$ cat src/hw/rtl/stereo_biquad_with_drive_core_defines.svh
// ----------------------------------------------------------------------------
// stereo biquad assertion macros
// shared concurrent check forms, clocked on clk and disabled while rst is high
// ----------------------------------------------------------------------------
`ifndef STEREO_BIQUAD_WITH_DRIVE_CORE_DEFINES_SVH
`define STEREO_BIQUAD_WITH_DRIVE_CORE_DEFINES_SVH

// same-cycle implication
`define SBQ_CHK_SAME(lbl, ante, cons) \
  lbl: assert property (@(posedge clk) disable iff (rst) (ante) |-> (cons)) \
    else $error("sbq check failed");

// next-cycle implication
`define SBQ_CHK_NEXT(lbl, ante, cons) \
  lbl: assert property (@(posedge clk) disable iff (rst) (ante) |=> (cons)) \
    else $error("sbq check failed");

`endif

$ cat src/hw/rtl/sbq_pkg.sv
// ----------------------------------------------------------------------------
// sbq_pkg
// types, constants and arithmetic helpers for the stereo biquad core
// ----------------------------------------------------------------------------
package sbq_pkg;

  localparam int SampleBits = 24;
  localparam int StateBits  = 48;
  localparam int SampleFrac = SampleBits - 1;
  localparam int AlignShift = 10;  // product fraction 51 down to state fraction 41
  localparam int OutShift   = 18;  // state fraction 41 down to sample fraction 23

  localparam logic [17:0] DRIVE_ONE  = 18'd32768;
  localparam logic [15:0] DRIVE_MAX  = 16'd32768;
  localparam logic [25:0] RECIP3     = 26'd11184811;  // ceil(2^25 / 3)
  localparam logic signed [28:0] SAMP_ONE  = 29'sd8388608;
  localparam logic signed [24:0] SOFT_LIM  = 25'sd5592405;  // (2*one + 1) / 3

  localparam logic [1:0] SAT_NONE  = 2'd0;
  localparam logic [1:0] SAT_CUBIC = 2'd1;
  localparam logic [1:0] SAT_HARD  = 2'd2;

  localparam logic [2:0] REG_B0   = 3'd0;
  localparam logic [2:0] REG_B1   = 3'd1;
  localparam logic [2:0] REG_B2   = 3'd2;
  localparam logic [2:0] REG_A1   = 3'd3;
  localparam logic [2:0] REG_A2   = 3'd4;
  localparam logic [2:0] REG_DRV  = 3'd5;
  localparam logic [2:0] REG_SAT  = 3'd6;
  localparam logic [2:0] REG_OSM  = 3'd7;

  typedef struct packed {
    logic signed [31:0] b0;
    logic signed [31:0] b1;
    logic signed [31:0] b2;
    logic signed [31:0] a1;
    logic signed [31:0] a2;
    logic [15:0]        drive;
    logic [1:0]         sat;
    logic               osm;
  } cfg_t;

  typedef enum logic [3:0] {
    OP_NONE, OP_LOAD, OP_DMUL, OP_DRND, OP_SQ, OP_CU, OP_DIV, OP_FIN,
    OP_B0, OP_B1, OP_B2, OP_B3, OP_B4, OP_B5, OP_OUT
  } op_t;

  typedef enum logic [3:0] {
    ST_IDLE, ST_DMUL, ST_DRND, ST_SQ, ST_CU, ST_DIV, ST_FIN,
    ST_B0, ST_B1, ST_B2, ST_B3, ST_B4, ST_B5, ST_DONE
  } state_t;

  typedef struct packed {
    op_t  op;
    logic chan;  // 0 left, 1 right
    logic pass;  // second left pass in 2x mode
  } cmd_t;

  typedef struct packed {
    logic drv_on;
    logic clip_done;
    logic osm;
  } stat_t;

  // product to state fraction, floor
  function automatic logic signed [49:0] align_prod(input logic signed [58:0] p);
    align_prod = 50'(p >>> AlignShift);
  endfunction

  // saturate to state width
  function automatic logic signed [47:0] clamp_state(input logic signed [50:0] v);
    logic signed [50:0] hi;
    logic signed [50:0] lo;
    hi = 51'sd140737488355327;
    lo = -51'sd140737488355328;
    if (v > hi) clamp_state = 48'(hi);
    else if (v < lo) clamp_state = 48'(lo);
    else clamp_state = 48'(v);
  endfunction

  // round state to sample fraction and saturate
  function automatic logic signed [23:0] state_to_sample(input logic signed [47:0] v);
    logic signed [30:0] r;
    r = 31'(v >>> OutShift) + 31'($unsigned(v[OutShift-1]));
    if (r > 31'sd8388607) state_to_sample = 24'sd8388607;
    else if (r < -31'sd8388608) state_to_sample = -24'sd8388608;
    else state_to_sample = 24'(r);
  endfunction

endpackage

$ cat src/hw/rtl/sbq_cfg.sv
// ----------------------------------------------------------------------------
// sbq_cfg
// register bank behind the apb-style configuration port
// ----------------------------------------------------------------------------
module sbq_cfg (
  input  logic          clk,
  input  logic          rst,
  input  logic          psel,
  input  logic          penable,
  input  logic          pwrite,
  input  logic [4:0]    paddr,
  input  logic [31:0]   pwdata,
  output logic [31:0]   prdata,
  output logic          pready,
  output sbq_pkg::cfg_t cfg
);
  import sbq_pkg::*;

  logic [2:0] idx;
  assign idx    = paddr[4:2];
  assign pready = 1'b1;

  // register writes
  always_ff @(posedge clk) begin
    if (rst) begin
      cfg.b0    <= 32'sd268435456;
      cfg.b1    <= '0;
      cfg.b2    <= '0;
      cfg.a1    <= '0;
      cfg.a2    <= '0;
      cfg.drive <= '0;
      cfg.sat   <= SAT_NONE;
      cfg.osm   <= 1'b0;
    end else if (psel && penable && pwrite) begin
      case (idx)
        REG_B0:  cfg.b0    <= pwdata;
        REG_B1:  cfg.b1    <= pwdata;
        REG_B2:  cfg.b2    <= pwdata;
        REG_A1:  cfg.a1    <= pwdata;
        REG_A2:  cfg.a2    <= pwdata;
        REG_DRV: cfg.drive <= pwdata[15:0];
        REG_SAT: cfg.sat   <= pwdata[1:0];
        REG_OSM: cfg.osm   <= pwdata[0];
        default: ;
      endcase
    end
  end

  // read mux
  always_comb begin
    case (idx)
      REG_B0:  prdata = cfg.b0;
      REG_B1:  prdata = cfg.b1;
      REG_B2:  prdata = cfg.b2;
      REG_A1:  prdata = cfg.a1;
      REG_A2:  prdata = cfg.a2;
      REG_DRV: prdata = {16'd0, cfg.drive};
      REG_SAT: prdata = {30'd0, cfg.sat};
      REG_OSM: prdata = {31'd0, cfg.osm};
      default: prdata = '0;
    endcase
  end
endmodule

$ cat src/hw/rtl/sbq_ctrl.sv
// ----------------------------------------------------------------------------
// sbq_ctrl
// sequencer that steps the shared multiplier datapath through one sample pair
// ----------------------------------------------------------------------------
module sbq_ctrl (
  input  logic           clk,
  input  logic           rst,
  input  logic           in_valid,
  output logic           in_ready,
  output logic           out_valid,
  input  logic           out_ready,
  input  sbq_pkg::stat_t stat,
  output sbq_pkg::cmd_t  cmd
);
  import sbq_pkg::*;

  state_t state, state_next;
  logic   chan, chan_next;
  logic   pass, pass_next;
  logic   out_free;

  assign out_free = !out_valid || out_ready;

  // next state
  always_comb begin
    state_next = state;
    chan_next  = chan;
    pass_next  = pass;
    case (state)
      ST_IDLE: if (in_valid) begin
        chan_next  = 1'b0;
        pass_next  = 1'b0;
        state_next = stat.drv_on ? ST_DMUL : ST_B0;
      end
      ST_DMUL: state_next = ST_DRND;
      ST_DRND: if (stat.clip_done) begin
        state_next = chan ? ST_B0 : ST_DMUL;
        chan_next  = !chan;
      end else begin
        state_next = ST_SQ;
      end
      ST_SQ:  state_next = ST_CU;
      ST_CU:  state_next = ST_DIV;
      ST_DIV: state_next = ST_FIN;
      ST_FIN: begin
        state_next = chan ? ST_B0 : ST_DMUL;
        chan_next  = !chan;
      end
      ST_B0: state_next = ST_B1;
      ST_B1: state_next = ST_B2;
      ST_B2: state_next = ST_B3;
      ST_B3: state_next = ST_B4;
      ST_B4: state_next = ST_B5;
      ST_B5: begin
        if (chan) begin
          state_next = ST_DONE;
        end else if (stat.osm && !pass) begin
          state_next = ST_B0;
          pass_next  = 1'b1;
        end else begin
          state_next = ST_B0;
          chan_next  = 1'b1;
        end
      end
      ST_DONE: if (out_free) state_next = ST_IDLE;
      default: state_next = ST_IDLE;
    endcase
  end

  // command outputs
  always_comb begin
    cmd.chan = chan;
    cmd.pass = pass;
    in_ready = 1'b0;
    case (state)
      ST_IDLE: begin
        in_ready = 1'b1;
        cmd.op   = in_valid ? OP_LOAD : OP_NONE;
      end
      ST_DMUL: cmd.op = OP_DMUL;
      ST_DRND: cmd.op = OP_DRND;
      ST_SQ:   cmd.op = OP_SQ;
      ST_CU:   cmd.op = OP_CU;
      ST_DIV:  cmd.op = OP_DIV;
      ST_FIN:  cmd.op = OP_FIN;
      ST_B0:   cmd.op = OP_B0;
      ST_B1:   cmd.op = OP_B1;
      ST_B2:   cmd.op = OP_B2;
      ST_B3:   cmd.op = OP_B3;
      ST_B4:   cmd.op = OP_B4;
      ST_B5:   cmd.op = OP_B5;
      ST_DONE: cmd.op = out_free ? OP_OUT : OP_NONE;
      default: cmd.op = OP_NONE;
    endcase
  end

  // state and result flag
  always_ff @(posedge clk) begin
    if (rst) begin
      state     <= ST_IDLE;
      chan      <= 1'b0;
      pass      <= 1'b0;
      out_valid <= 1'b0;
    end else begin
      state <= state_next;
      chan  <= chan_next;
      pass  <= pass_next;
      if (state == ST_DONE && out_free) out_valid <= 1'b1;
      else if (out_ready) out_valid <= 1'b0;
    end
  end
endmodule

$ cat src/hw/rtl/sbq_dp.sv
// ----------------------------------------------------------------------------
// sbq_dp
// shared multiplier datapath: drive, clipper, biquad passes and output beat
// ----------------------------------------------------------------------------
module sbq_dp (
  input  logic                clk,
  input  logic                rst,
  input  sbq_pkg::cfg_t       cfg,
  input  sbq_pkg::cmd_t       cmd,
  output sbq_pkg::stat_t      stat,
  input  logic signed [23:0]  left_in,
  input  logic signed [23:0]  right_in,
  output logic signed [23:0]  left_out,
  output logic signed [23:0]  right_out
);
  import sbq_pkg::*;

  logic signed [23:0] raw_l, raw_r;
  logic signed [24:0] xl, xr;
  logic signed [47:0] ld1, ld2, rd1, rd2;
  logic signed [49:0] t;
  logic signed [47:0] n1;
  logic signed [23:0] y, y0, lres, rres;
  logic [23:0]        a_mag;
  logic               neg;
  logic signed [58:0] prod;

  logic signed [32:0] mul_a;
  logic signed [25:0] mul_b;
  logic [15:0]        dcl;
  logic [17:0]        gain;
  logic signed [24:0] x_sel;
  logic signed [47:0] d1_sel, d2_sel;
  logic signed [28:0] v;
  logic signed [24:0] clip_res, fin_res, r_mag;
  logic [23:0]        sq, quot;
  logic [24:0]        cu1;
  logic signed [47:0] acc, n1_c, n2_c;
  logic signed [23:0] y_c;
  logic signed [24:0] avg_sum;

  // drive gain and channel selects
  assign dcl    = (cfg.drive > DRIVE_MAX) ? DRIVE_MAX : cfg.drive;
  assign gain   = DRIVE_ONE + 18'(dcl) + 18'({dcl, 1'b0});
  assign x_sel  = cmd.chan ? xr : xl;
  assign d1_sel = cmd.chan ? rd1 : ld1;
  assign d2_sel = cmd.chan ? rd2 : ld2;
  assign sq     = prod[46:23];
  assign cu1    = 25'(prod[46:23]) + 25'd1;
  assign quot   = prod[48:25];

  assign stat.drv_on    = (dcl != 16'd0) && (cfg.sat inside {SAT_CUBIC, SAT_HARD});
  assign stat.osm       = cfg.osm;
  assign stat.clip_done = (cfg.sat == SAT_HARD) || (v > SAMP_ONE) || (v < -SAMP_ONE);

  // driven value, its clip where no cubic is needed, and the cubic result
  always_comb begin
    v = 29'($signed(prod[42:15])) + 29'($unsigned(prod[14]));
    if (cfg.sat == SAT_HARD) begin
      if (v > SAMP_ONE) clip_res = 25'(SAMP_ONE);
      else if (v < -SAMP_ONE) clip_res = -25'(SAMP_ONE);
      else clip_res = 25'(v);
    end else begin
      clip_res = (v < 0) ? -SOFT_LIM : SOFT_LIM;
    end
    r_mag   = $signed({1'b0, a_mag}) - $signed({1'b0, quot});
    fin_res = neg ? -r_mag : r_mag;
  end

  // biquad sums and the 2x-mode average
  always_comb begin
    acc  = clamp_state(51'(align_prod(prod)) + 51'(d1_sel));
    y_c  = state_to_sample(acc);
    n1_c = clamp_state(51'(t) - 51'(align_prod(prod)) + 51'(d2_sel));
    n2_c = clamp_state(51'(t) - 51'(align_prod(prod)));
    avg_sum = 25'(y0) + 25'(y) + 25'sd1;
  end

  // multiplier operand select
  always_comb begin
    mul_a = '0;
    mul_b = '0;
    case (cmd.op)
      OP_DMUL: begin
        mul_a = 33'(cmd.chan ? raw_r : raw_l);
        mul_b = $signed({8'd0, gain});
      end
      OP_DRND: begin
        mul_a = $signed({9'd0, (v < 0) ? 24'(-v) : 24'(v)});
        mul_b = $signed({2'd0, (v < 0) ? 24'(-v) : 24'(v)});
      end
      OP_SQ: begin
        mul_a = $signed({9'd0, a_mag});
        mul_b = $signed({2'd0, sq});
      end
      OP_CU: begin
        mul_a = $signed({8'd0, cu1});
        mul_b = $signed(RECIP3);
      end
      OP_B0: begin
        mul_a = 33'(cfg.b0);
        mul_b = 26'(x_sel);
      end
      OP_B1: begin
        mul_a = 33'(cfg.b1);
        mul_b = 26'(x_sel);
      end
      OP_B2: begin
        mul_a = 33'(cfg.a1);
        mul_b = 26'(y);
      end
      OP_B3: begin
        mul_a = 33'(cfg.b2);
        mul_b = 26'(x_sel);
      end
      OP_B4: begin
        mul_a = 33'(cfg.a2);
        mul_b = 26'(y);
      end
      default: ;
    endcase
  end

  // shared product register
  always_ff @(posedge clk) begin
    prod <= mul_a * mul_b;
  end

  // filter state
  always_ff @(posedge clk) begin
    if (rst) begin
      ld1 <= '0;
      ld2 <= '0;
      rd1 <= '0;
      rd2 <= '0;
    end else if (cmd.op == OP_B5) begin
      if (cmd.chan) begin
        rd1 <= n1;
        rd2 <= n2_c;
      end else begin
        ld1 <= n1;
        ld2 <= n2_c;
      end
    end
  end

  // payload registers
  always_ff @(posedge clk) begin
    case (cmd.op)
      OP_LOAD: begin
        raw_l <= left_in;
        raw_r <= right_in;
        xl    <= 25'(left_in);
        xr    <= 25'(right_in);
      end
      OP_DRND: begin
        a_mag <= (v < 0) ? 24'(-v) : 24'(v);
        neg   <= (v < 0);
        if (stat.clip_done) begin
          if (cmd.chan) xr <= clip_res;
          else xl <= clip_res;
        end
      end
      // quotient is in the product register during this step only
      OP_DIV: begin
        if (cmd.chan) xr <= fin_res;
        else xl <= fin_res;
      end
      OP_B1: y <= y_c;
      OP_B2: t <= align_prod(prod);
      OP_B3: n1 <= n1_c;
      OP_B4: t <= align_prod(prod);
      OP_B5: begin
        if (cmd.chan) begin
          rres <= y;
        end else begin
          y0   <= y;
          lres <= cmd.pass ? 24'(avg_sum >>> 1) : y;
        end
      end
      OP_OUT: begin
        left_out  <= lres;
        right_out <= rres;
      end
      default: ;
    endcase
  end
endmodule

$ cat src/hw/rtl/stereo_biquad_with_drive_core.sv
// ----------------------------------------------------------------------------
// stereo_biquad_with_drive_core
// stereo drive, clipper and transposed direct form ii biquad
// ----------------------------------------------------------------------------
// One stereo pair goes in per beat and one filtered pair comes out. Every
// product is formed by a single registered 33x26 multiplier, one product a
// cycle, so the steps per pair are set by that unit: a load step, then per
// channel, when drive is on, the drive steps dmul and drnd (plus sq, cu, div
// and fin for the cubic clip when it is not limited), then the biquad steps
// b0 to b5 per pass, with two left passes in 2x mode, and an output step to
// hand over the result. A new pair is taken while the last result still
// waits at the output. Configuration is to be written by the user through
// the apb-style port while the core is idle; the core does not enforce this.
module stereo_biquad_with_drive_core (
  input  logic               clk,
  input  logic               rst,
  input  logic               psel,
  input  logic               penable,
  input  logic               pwrite,
  input  logic [4:0]         paddr,
  input  logic [31:0]        pwdata,
  output logic [31:0]        prdata,
  output logic               pready,
  input  logic               in_valid,
  output logic               in_ready,
  input  logic signed [23:0] left_in,
  input  logic signed [23:0] right_in,
  output logic               out_valid,
  input  logic               out_ready,
  output logic signed [23:0] left_out,
  output logic signed [23:0] right_out
);
  import sbq_pkg::*;
  `include "stereo_biquad_with_drive_core_defines.svh"

  cfg_t  cfg;
  cmd_t  cmd;
  stat_t stat;

  sbq_cfg u_cfg (
    .clk, .rst, .psel, .penable, .pwrite, .paddr, .pwdata, .prdata, .pready, .cfg
  );

  sbq_ctrl u_ctrl (
    .clk, .rst, .in_valid, .in_ready, .out_valid, .out_ready, .stat, .cmd
  );

  sbq_dp u_dp (
    .clk, .rst, .cfg, .cmd, .stat, .left_in, .right_in, .left_out, .right_out
  );

  // a taken pair keeps the core busy for at least the next cycle
  `SBQ_CHK_NEXT(a_busy_after_take, in_valid && in_ready, !in_ready)
  // a result only appears as the sequencer returns to idle
  `SBQ_CHK_SAME(a_result_at_idle, $rose(out_valid), $rose(in_ready))
  // output beat registers only move when the slot is free
  `SBQ_CHK_NEXT(a_out_hold, out_valid && !out_ready, out_valid && $stable(left_out))
endmodule
$ cat config.mk
export PLATFORM = sky130hd
export DESIGN_NAME = stereo_biquad_with_drive_core
export DESIGN_NICKNAME = d
export VERILOG_FILES = /design/src/hw/rtl/sbq_pkg.sv /design/src/hw/rtl/sbq_cfg.sv /design/src/hw/rtl/sbq_ctrl.sv /design/src/hw/rtl/sbq_dp.sv /design/src/hw/rtl/stereo_biquad_with_drive_core.sv
export VERILOG_INCLUDE_DIRS = /design/src /design/src/hw/rtl
export SDC_FILE = /design/constraint.sdc
export NUM_CORES = 2
export LEC_CHECK = 0
export BUFFER_PORTS_ARGS = -buffer_cell sky130_fd_sc_hd__buf_2
export CAP_MARGIN = 5
export CELL_PAD_IN_SITES_DETAIL_PLACEMENT = 2
export CELL_PAD_IN_SITES_GLOBAL_PLACEMENT = 2
export CORE_ASPECT_RATIO = 0.75
export CORE_MARGIN = 2
export CORE_UTILIZATION = 41
export CTS_BUF_LIST = sky130_fd_sc_hd__clkbuf_16
export CTS_CLUSTER_DIAMETER = 200
export DETAILED_ROUTE_END_ITERATION = 12
export PLACE_DENSITY_LB_ADDON = 0.2
export SLEW_MARGIN = 15
export SYNTH_ARGS = -nofsm -noshare
export SYNTH_HDL_FRONTEND = slang
export SYNTH_SLANG_ARGS = --single-unit
$ cat constraint.sdc
create_clock -name clk -period 14.63 [get_ports clk]
set_input_delay 0.7315 -clock clk [delete_from_list [all_inputs] [get_ports clk]]
set_output_delay 0.7315 -clock clk [all_outputs]
set_load 0.02 [all_outputs]
# ---- Word-level counts from Yosys, hierarchy flattened
# Index checks and enable logic that the tools add are counted.
dict set report classes {
  order_cmp 12
  mul 1
  mux 50
  bitwise_logic 1
  addsub 13
  reduce_logical 36
  eq_ne 45
}
# op count
set ops {}
lappend ops {{48-bit 2-to-1 mux} 7}
lappend ops {{25-bit 2-to-1 mux} 12}
lappend ops {{33-bit case mux with 9 select lines} 1}
lappend ops {{32-bit case mux with 8 select lines} 1}
lappend ops {{26-bit case mux with 6 select lines} 1}
lappend ops {{25-bit case mux with 3 select lines} 2}
lappend ops {{4-bit case mux with 14 select lines} 2}
lappend ops {{51-bit by 48-bit greater-than comparator with 1-bit output, second input constant} 2}
lappend ops {{51-bit by 48-bit < comparator with 1-bit output, second input constant} 2}
lappend ops {{24-bit 2-to-1 mux} 3}
lappend ops {{33-bit by 26-bit multiplier with 59-bit output} 1}
lappend ops {{4-bit equality test, second input constant} 13}
lappend ops {{50-bit by 48-bit adder with 51-bit output} 1}
lappend ops {{49-bit by 48-bit adder with 50-bit output} 1}
lappend ops {{50-bit by 48-bit greater-than comparator with 1-bit output, second input constant} 1}
lappend ops {{50-bit by 48-bit < comparator with 1-bit output, second input constant} 1}
lappend ops {{49-bit by 49-bit subtractor with 50-bit output} 1}
lappend ops {{33-bit 2-to-1 mux} 1}
lappend ops {{30-bit by 2-bit adder with 31-bit output} 1}
lappend ops {{31-bit by 24-bit greater-than comparator with 1-bit output, second input constant} 1}
lappend ops {{31-bit by 24-bit < comparator with 1-bit output, second input constant} 1}
lappend ops {{28-bit by 2-bit adder with 29-bit output} 1}
lappend ops {{29-bit by 25-bit greater-than comparator with 1-bit output, second input constant} 1}
lappend ops {{29-bit by 1-bit < comparator with 1-bit output, second input constant} 1}
lappend ops {{41 further kinds} 99}
dict set report totals {
  wordCells 189
  ff_bits 801
  inputBits 92
}

# ---- Depth between registers and ports, before layout
dict set report depth {
  word_depth 8
  depth_mapped 50
}

# ---- Hierarchy
# A second synthesis with hierarchy kept.
dict set report hier_totals {
  hier_cells 8432
  hier_area_um2 75349.8
}
# mod seq_area_each_um2 instances area_each_um2 cells_each
set modules_own_cells {}
lappend modules_own_cells {sbq_dp 15755.1 1 67086.8 7357}
lappend modules_own_cells {sbq_cfg 3583.4 1 7672.4 996}
lappend modules_own_cells {sbq_ctrl 140.1 1 590.6 79}

# ---- Worst setup path after synthesis
# No wires, ideal clock.
dict set report synth_path {
  path_kind {register to register}
  start {reg, netlist name u_cfg.cfg[18]}
  end {reg u_dp.prod[57]}
  path_buffers 3
  setup_ps 118
  path_stages_with_launch 50
  setup_slack_ps 3520
  arrival_ps 10992
  path_cell_list {dfxtp_1 -> clkbuf_1 -> clkbuf_1 -> nand2_1 -> nand2_1 -> inv_1 -> ha_1 -> fa_1 -> a21o_1 -> a21oi_1 -> o21bai_1 -> a21oi_1 -> o21bai_1 -> a21oi_1 -> o21bai_1 -> a21oi_1 -> o21bai_1 -> a21oi_1 -> [14 not listed] -> fa_1 -> inv_1 -> fa_1 -> inv_1 -> ha_1 -> o21ai_0 -> nand2b_1 -> or3b_2 -> a311oi_1 -> a21oi_1 -> o221ai_1 -> a41o_1 -> a211oi_1 -> o31ai_1 -> nand3_1 -> a21boi_1 -> o22ai_1 -> xnor2_1}
}
dict set report synth_via {
  elab_chain_cells 6
}
# element line_no
set synth_rtl {}
lappend synth_rtl {{16-bit greater-than comparator} sbq_dp.sv:43} ;# assign dcl = (cfg.drive > DRIVE_MAX) ? DRIVE_MAX : cfg.drive;
lappend synth_rtl {{16-bit 2-to-1 mux (*)} sbq_dp.sv:43}
lappend synth_rtl {{16-bit by 16-bit adder with 17-bit output} sbq_dp.sv:44} ;# assign gain = DRIVE_ONE + 18'(dcl) + 18'({dcl, 1'b0});
lappend synth_rtl {{18-bit by 17-bit adder with 18-bit output (*)} sbq_dp.sv:44}
lappend synth_rtl {{26-bit case mux with 6 select lines (*)} sbq_dp.sv:83} ;# case (cmd.op)
lappend synth_rtl {{33-bit by 26-bit multiplier with 59-bit output (*)} sbq_dp.sv:126} ;# prod <= mul_a * mul_b;
lappend synth_rtl {{end signal, assigned} sbq_dp.sv:126}
lappend synth_rtl {{end, declared} sbq_dp.sv:26} ;# logic signed [58:0] prod;
# Mark *: on every way between the ends. The rest lies on a longest branch, timed or not.
# A chain may end at the register's enable or synchronous reset.

# ---- Worst setup path in the final report
dict set report layout_path {
  start {reg, netlist name u_cfg.cfg[17]}
  end {reg u_dp.prod[58]}
}
dict set report layout_via {
  elab_chain_cells 6
}
# element line_no
set layout_rtl {}
lappend layout_rtl {{16-bit greater-than comparator} sbq_dp.sv:43}
lappend layout_rtl {{16-bit 2-to-1 mux (*)} sbq_dp.sv:43}
lappend layout_rtl {{16-bit by 16-bit adder with 17-bit output} sbq_dp.sv:44}
lappend layout_rtl {{18-bit by 17-bit adder with 18-bit output (*)} sbq_dp.sv:44}
lappend layout_rtl {{26-bit case mux with 6 select lines (*)} sbq_dp.sv:83}
lappend layout_rtl {{33-bit by 26-bit multiplier with 59-bit output (*)} sbq_dp.sv:126}
# Marks and branches as above.

==> results.md <==
- Status: complete, no violations
- Largest net degree at the start of global routing: 194
- Global-route wire length before repair: 506.4 mm
- Cell internal pwr: between 9 and 10 mW
- Clock transition at the registers of the reported paths: 0.06 ns
- Yosys synthesis warning count: 0
- Largest fanout on the critical path: 15
- Top cells by area in the synthesized netlist: sky130_fd_sc_hd__fa_1 (23%), sky130_fd_sc_hd__edfxtp_1 (15%), sky130_fd_sc_hd__dfxtp_1 (11%), sky130_fd_sc_hd__nand2_1 (6.8%), sky130_fd_sc_hd__ha_1 (6.3%)
- DRT antenna net count: 0
- Resize count post-CTS: 0
- Placement Rows: 135
- Clock tree root buffer cell: sky130_fd_sc_hd__clkbuf_16
- Area of the mapped netlist: about 75000 µm²
- Main flop type after synthesis: sky130_fd_sc_hd__dfxtp_1
- Share of post-route cells with drive strength above 1: 9.143%
- Effective utilization at floorplan: 41.31%
- Fraction of synthesis flops using an asynchronous set or reset pin: 0%
- I/O Buffers: between 150 and 200
- Max frequency: 73.44 MHz
- Switching share of power: between 50 and 60%
- Final Power: ~22 mW
- Antenna violations before repair: 44
- Accumulated negative setup slack: 0 ns
- Actual transition at the worst max-transition pin: 1.377 ns
- Flop and latch count out of synthesis: approximately 790
- Initial detailed-routing violation count: 6611
- Non-filler cells, final: 10900
- Number of buffers added for setup after CTS: 0
- Areal power density over the cells: 264.8 nW/µm²
- Sequential fraction of the synthesis area: 26.07%
- Total iterations of the first detailed-routing run: 6
- Floorplan Core Area: 180900 µm²
- Clock latency at the later pin of the worst-skew pair: approximately 0.76 ns
- Minimum clock period: 13.62 ns
- Final number of max-transition violations: 0
- Hold_buf cts: 0
- Placer congestion estimate: 0.9828
- Nets: 9746
- Die Ht: 373.7 µm
- Final Hold Fails: 0
- Worst hold margin: 0.2207 ns
- Worst slew margin relative to its limit: 8.193%
- Family with the most delay on the worst path: adder cells
- Clk buf depth: 3
- Count of max-cap constraint violations: 0
- Congestion Overflow GR: 0
- Number of H-tree levels: 3
- Metal1 wirelength: 148.3 mm
- Syn Nets: 9739
- Total length of routed met2 wires: 149.4 mm
- Element type at the critical path end: flip-flop
- Average cell area after synthesis: ~9 µm²
- TritonCTS clock tree: yes
- Multi-input logic area: 49670 µm²
- Critical-path cell with the highest stage delay: sky130_fd_sc_hd__fa_1
- Sinks on the clock net: 791
- Crit path setup slack, layout: around 1.0 ns
- Net Switching: about 12 mW
- Top metal layer carrying routed signals: met5
- Final critical-path share of the clock period: 93.07%
- Most frequently used cell type in the post-synthesis netlist: sky130_fd_sc_hd__nand2_1
- Inserted Clock Buffers: 90
- Dpl hpwl: 267.1 mm
- Data arrival time of the worst path: approximately 14 ns
- Worst clock skew: 0.05922 ns
- Path class of the lowest-slack min-delay path: in2reg
- Sequential cell area: 19480 µm²
- Crit path launch type: flip-flop
- Reg power frac: between 10 and 15%
- Yosys top cell by area: sky130_fd_sc_hd__fa_1
- Horizontal die dimension: roughly 500 µm
- RSZ-0062 raised after global routing: no
- Via Count: roughly 67000
- Leakage: 34.98 nW
- Via density per instance: 6.126
- Die area: 185700 µm²
- Worst setup timing slack at the placement stage: 1.357 ns
- Top-area cell type share of the netlist area: between 20% and 30%
- Overall track demand over capacity in global routing: ~37%
- Number of placed instances with taps included: roughly 11000
- Critical path buffer and inverter count: 11
- Number of DRC violations after detailed routing: 0
- Power share of the clock group: 10.6%
- Share of total power in combinational logic: 75.3%
- Count of flip-flops with a built-in enable after synthesis: 364
- Cell area after placement: between 70000 and 80000 µm²
- Number of global-route vias before repair: 72990
- Fill cell count: 19610
- Critical path's largest stage delay: 0.62 ns
- WL per Instance: 31.89 µm
- Final core occ: 45.07%
- Total wirelength of the detailed-routed design: 347.6 mm
- Io pins: 175
- Number of cells produced by synthesis: 8402
- Area growth from synthesis to layout: 9.106%
- Total met3 wirelength after detailed routing: 34.56 mm
- Maximum resistive drop on vdd: 0.2343 mV
- Crit path kind: reg2reg
- Synth cell types: 113
- Post-Layout Inst Area: about 80000 µm²
- Data required, critical path: 15.21 ns
- Final-report setup violation count: 0
- Top cell types by occurrence after synthesis: sky130_fd_sc_hd__nand2_1 (1345), sky130_fd_sc_hd__inv_1 (1124), sky130_fd_sc_hd__fa_1 (867)
[power groups by stage]
| stage | Combinational (mW) | Sequential [mW] | Clock (mW) |
|---|---|---|---|
| 3_3_place_gp | 14.7 | 3.05 | 0 |
| 2_1_floorplan | 9.40 | 2.90 | 0 |
| 6_report | 16.2 | 3.05 | 2.29 |
| 5_1_grt | 17.3 | 3.04 | 2.40 |
| 3_5_place_dp | 15.6 | 3.07 | 0 |
| 4_1_cts | 15.8 | 3.02 | 2.32 |
[worst register-to-register path: cells and delay by family (launching register included)]
kind | cells | cell delay, ns
fa+ha+maj | 10 | 4.94
compound gates | 22 | 4.49
buf+inv | 11 | 1.53
flops | 1 | 0.60
simple gates | 7 | 1.20
xor+xnor | 1 | 0.17
mux | 1 | 0.55
[sequential cells by signal (all words and copies together), names as in the netlist, 25 cells and up]
signal,count
u_dp.prod,49
u_dp.ld2,48
u_cfg.cfg,179
u_dp.rd1,48
u_dp.ld1,48
u_dp.rd2,48
u_dp.xl,25
u_dp.t,49
u_dp.xr,25
u_dp.n1,48
[per-layer routing]
layer	vias up	global-route usage, %
met2	3056	55.83
met5	-	0
met1	35130	51.20
met4	18	13.99
li1	27820	-
met3	755	9.152
[final timing paths]
kind              depth (start not counted)                  to  slack, ns     startpoint
setup reg to reg                         52       u_dp.prod[58]       1.01  u_cfg.cfg[17]
hold / removal                            1      u_dp.raw_r[20]       0.22   right_in[20]
setup / recovery                         52       u_dp.prod[58]       1.01  u_cfg.cfg[17]
hold reg to reg                           0  u_dp.right_out[17]       0.42  u_dp.rres[17]
[placed cells by master (no fill, tap or decap), types with 20 or more instances in the layout]
cell / Yosys / final
sky130_fd_sc_hd__a211oi_1: 123 / 116
sky130_fd_sc_hd__a21o_1: 134 / 134
sky130_fd_sc_hd__a21oi_1: 607 / 596
sky130_fd_sc_hd__a221oi_1: 38 / 38
sky130_fd_sc_hd__a22oi_1: 49 / 49
sky130_fd_sc_hd__a311oi_1: 29 / 29
sky130_fd_sc_hd__a31oi_1: 38 / 37
sky130_fd_sc_hd__and2_1: 82 / 82
sky130_fd_sc_hd__and3_1: 49 / 49
sky130_fd_sc_hd__buf_2: 12 / 170
sky130_fd_sc_hd__buf_4: 4 / 180
sky130_fd_sc_hd__clkbuf_16: 0 / 92
sky130_fd_sc_hd__dfxtp_1: 427 / 426
sky130_fd_sc_hd__edfxtp_1: 364 / 364
sky130_fd_sc_hd__fa_1: 867 / 867
sky130_fd_sc_hd__ha_1: 378 / 378
sky130_fd_sc_hd__inv_1: 1124 / 1150
sky130_fd_sc_hd__mux2_2: 135 / 135
sky130_fd_sc_hd__mux2i_1: 80 / 79
sky130_fd_sc_hd__nand2_1: 1345 / 1343
sky130_fd_sc_hd__nand2b_1: 64 / 64
sky130_fd_sc_hd__nand3_1: 116 / 116
sky130_fd_sc_hd__nand4_1: 41 / 41
sky130_fd_sc_hd__nor2_1: 652 / 640
sky130_fd_sc_hd__nor2b_1: 44 / 44
sky130_fd_sc_hd__nor3_1: 110 / 99
sky130_fd_sc_hd__nor4_1: 20 / 20
sky130_fd_sc_hd__o211ai_1: 36 / 36
sky130_fd_sc_hd__o21a_1: 40 / 40
sky130_fd_sc_hd__o21ai_0: 247 / 247
sky130_fd_sc_hd__o21ai_2: 24 / 26
sky130_fd_sc_hd__o21bai_1: 49 / 49
sky130_fd_sc_hd__o31ai_1: 22 / 22
sky130_fd_sc_hd__or2_2: 21 / 21
sky130_fd_sc_hd__or3_1: 27 / 24
sky130_fd_sc_hd__xnor2_1: 222 / 222
sky130_fd_sc_hd__xor2_1: 68 / 68
[cell type report]
class                   instances  share of cell area (%)
clock inverters                78                  0.6506
repair buffers                354                   2.787
multi-input cells            6044                   60.92
inverters                    1128                   5.202
diodes                         16                 0.04911
clock buffers                  92                   2.824
flip-flops and latches        791                   23.89
well taps                    2397                   3.678
[logic make-up (layout without fill, tap and decap cells)]
kind of cell / after synthesis / count (layout) / share of synthesized area (%)
buffers and inverters: 1567 / 1652 / 7.963
flip-flops: 791 / 791 / 26.07
XOR/XNOR: 290 / 290 / 3.399
adder cells (fa/ha/maj): 1245 / 1245 / 29.55
multiplexers: 230 / 230 / 3.558
AND/OR/NAND/NOR: 2632 / 2632 / 15.22
other: 1 / 17 / 0.005018
AO/OA/AOI/OAI: 1646 / 1646 / 14.24
(Power assumes the default switching activity.)
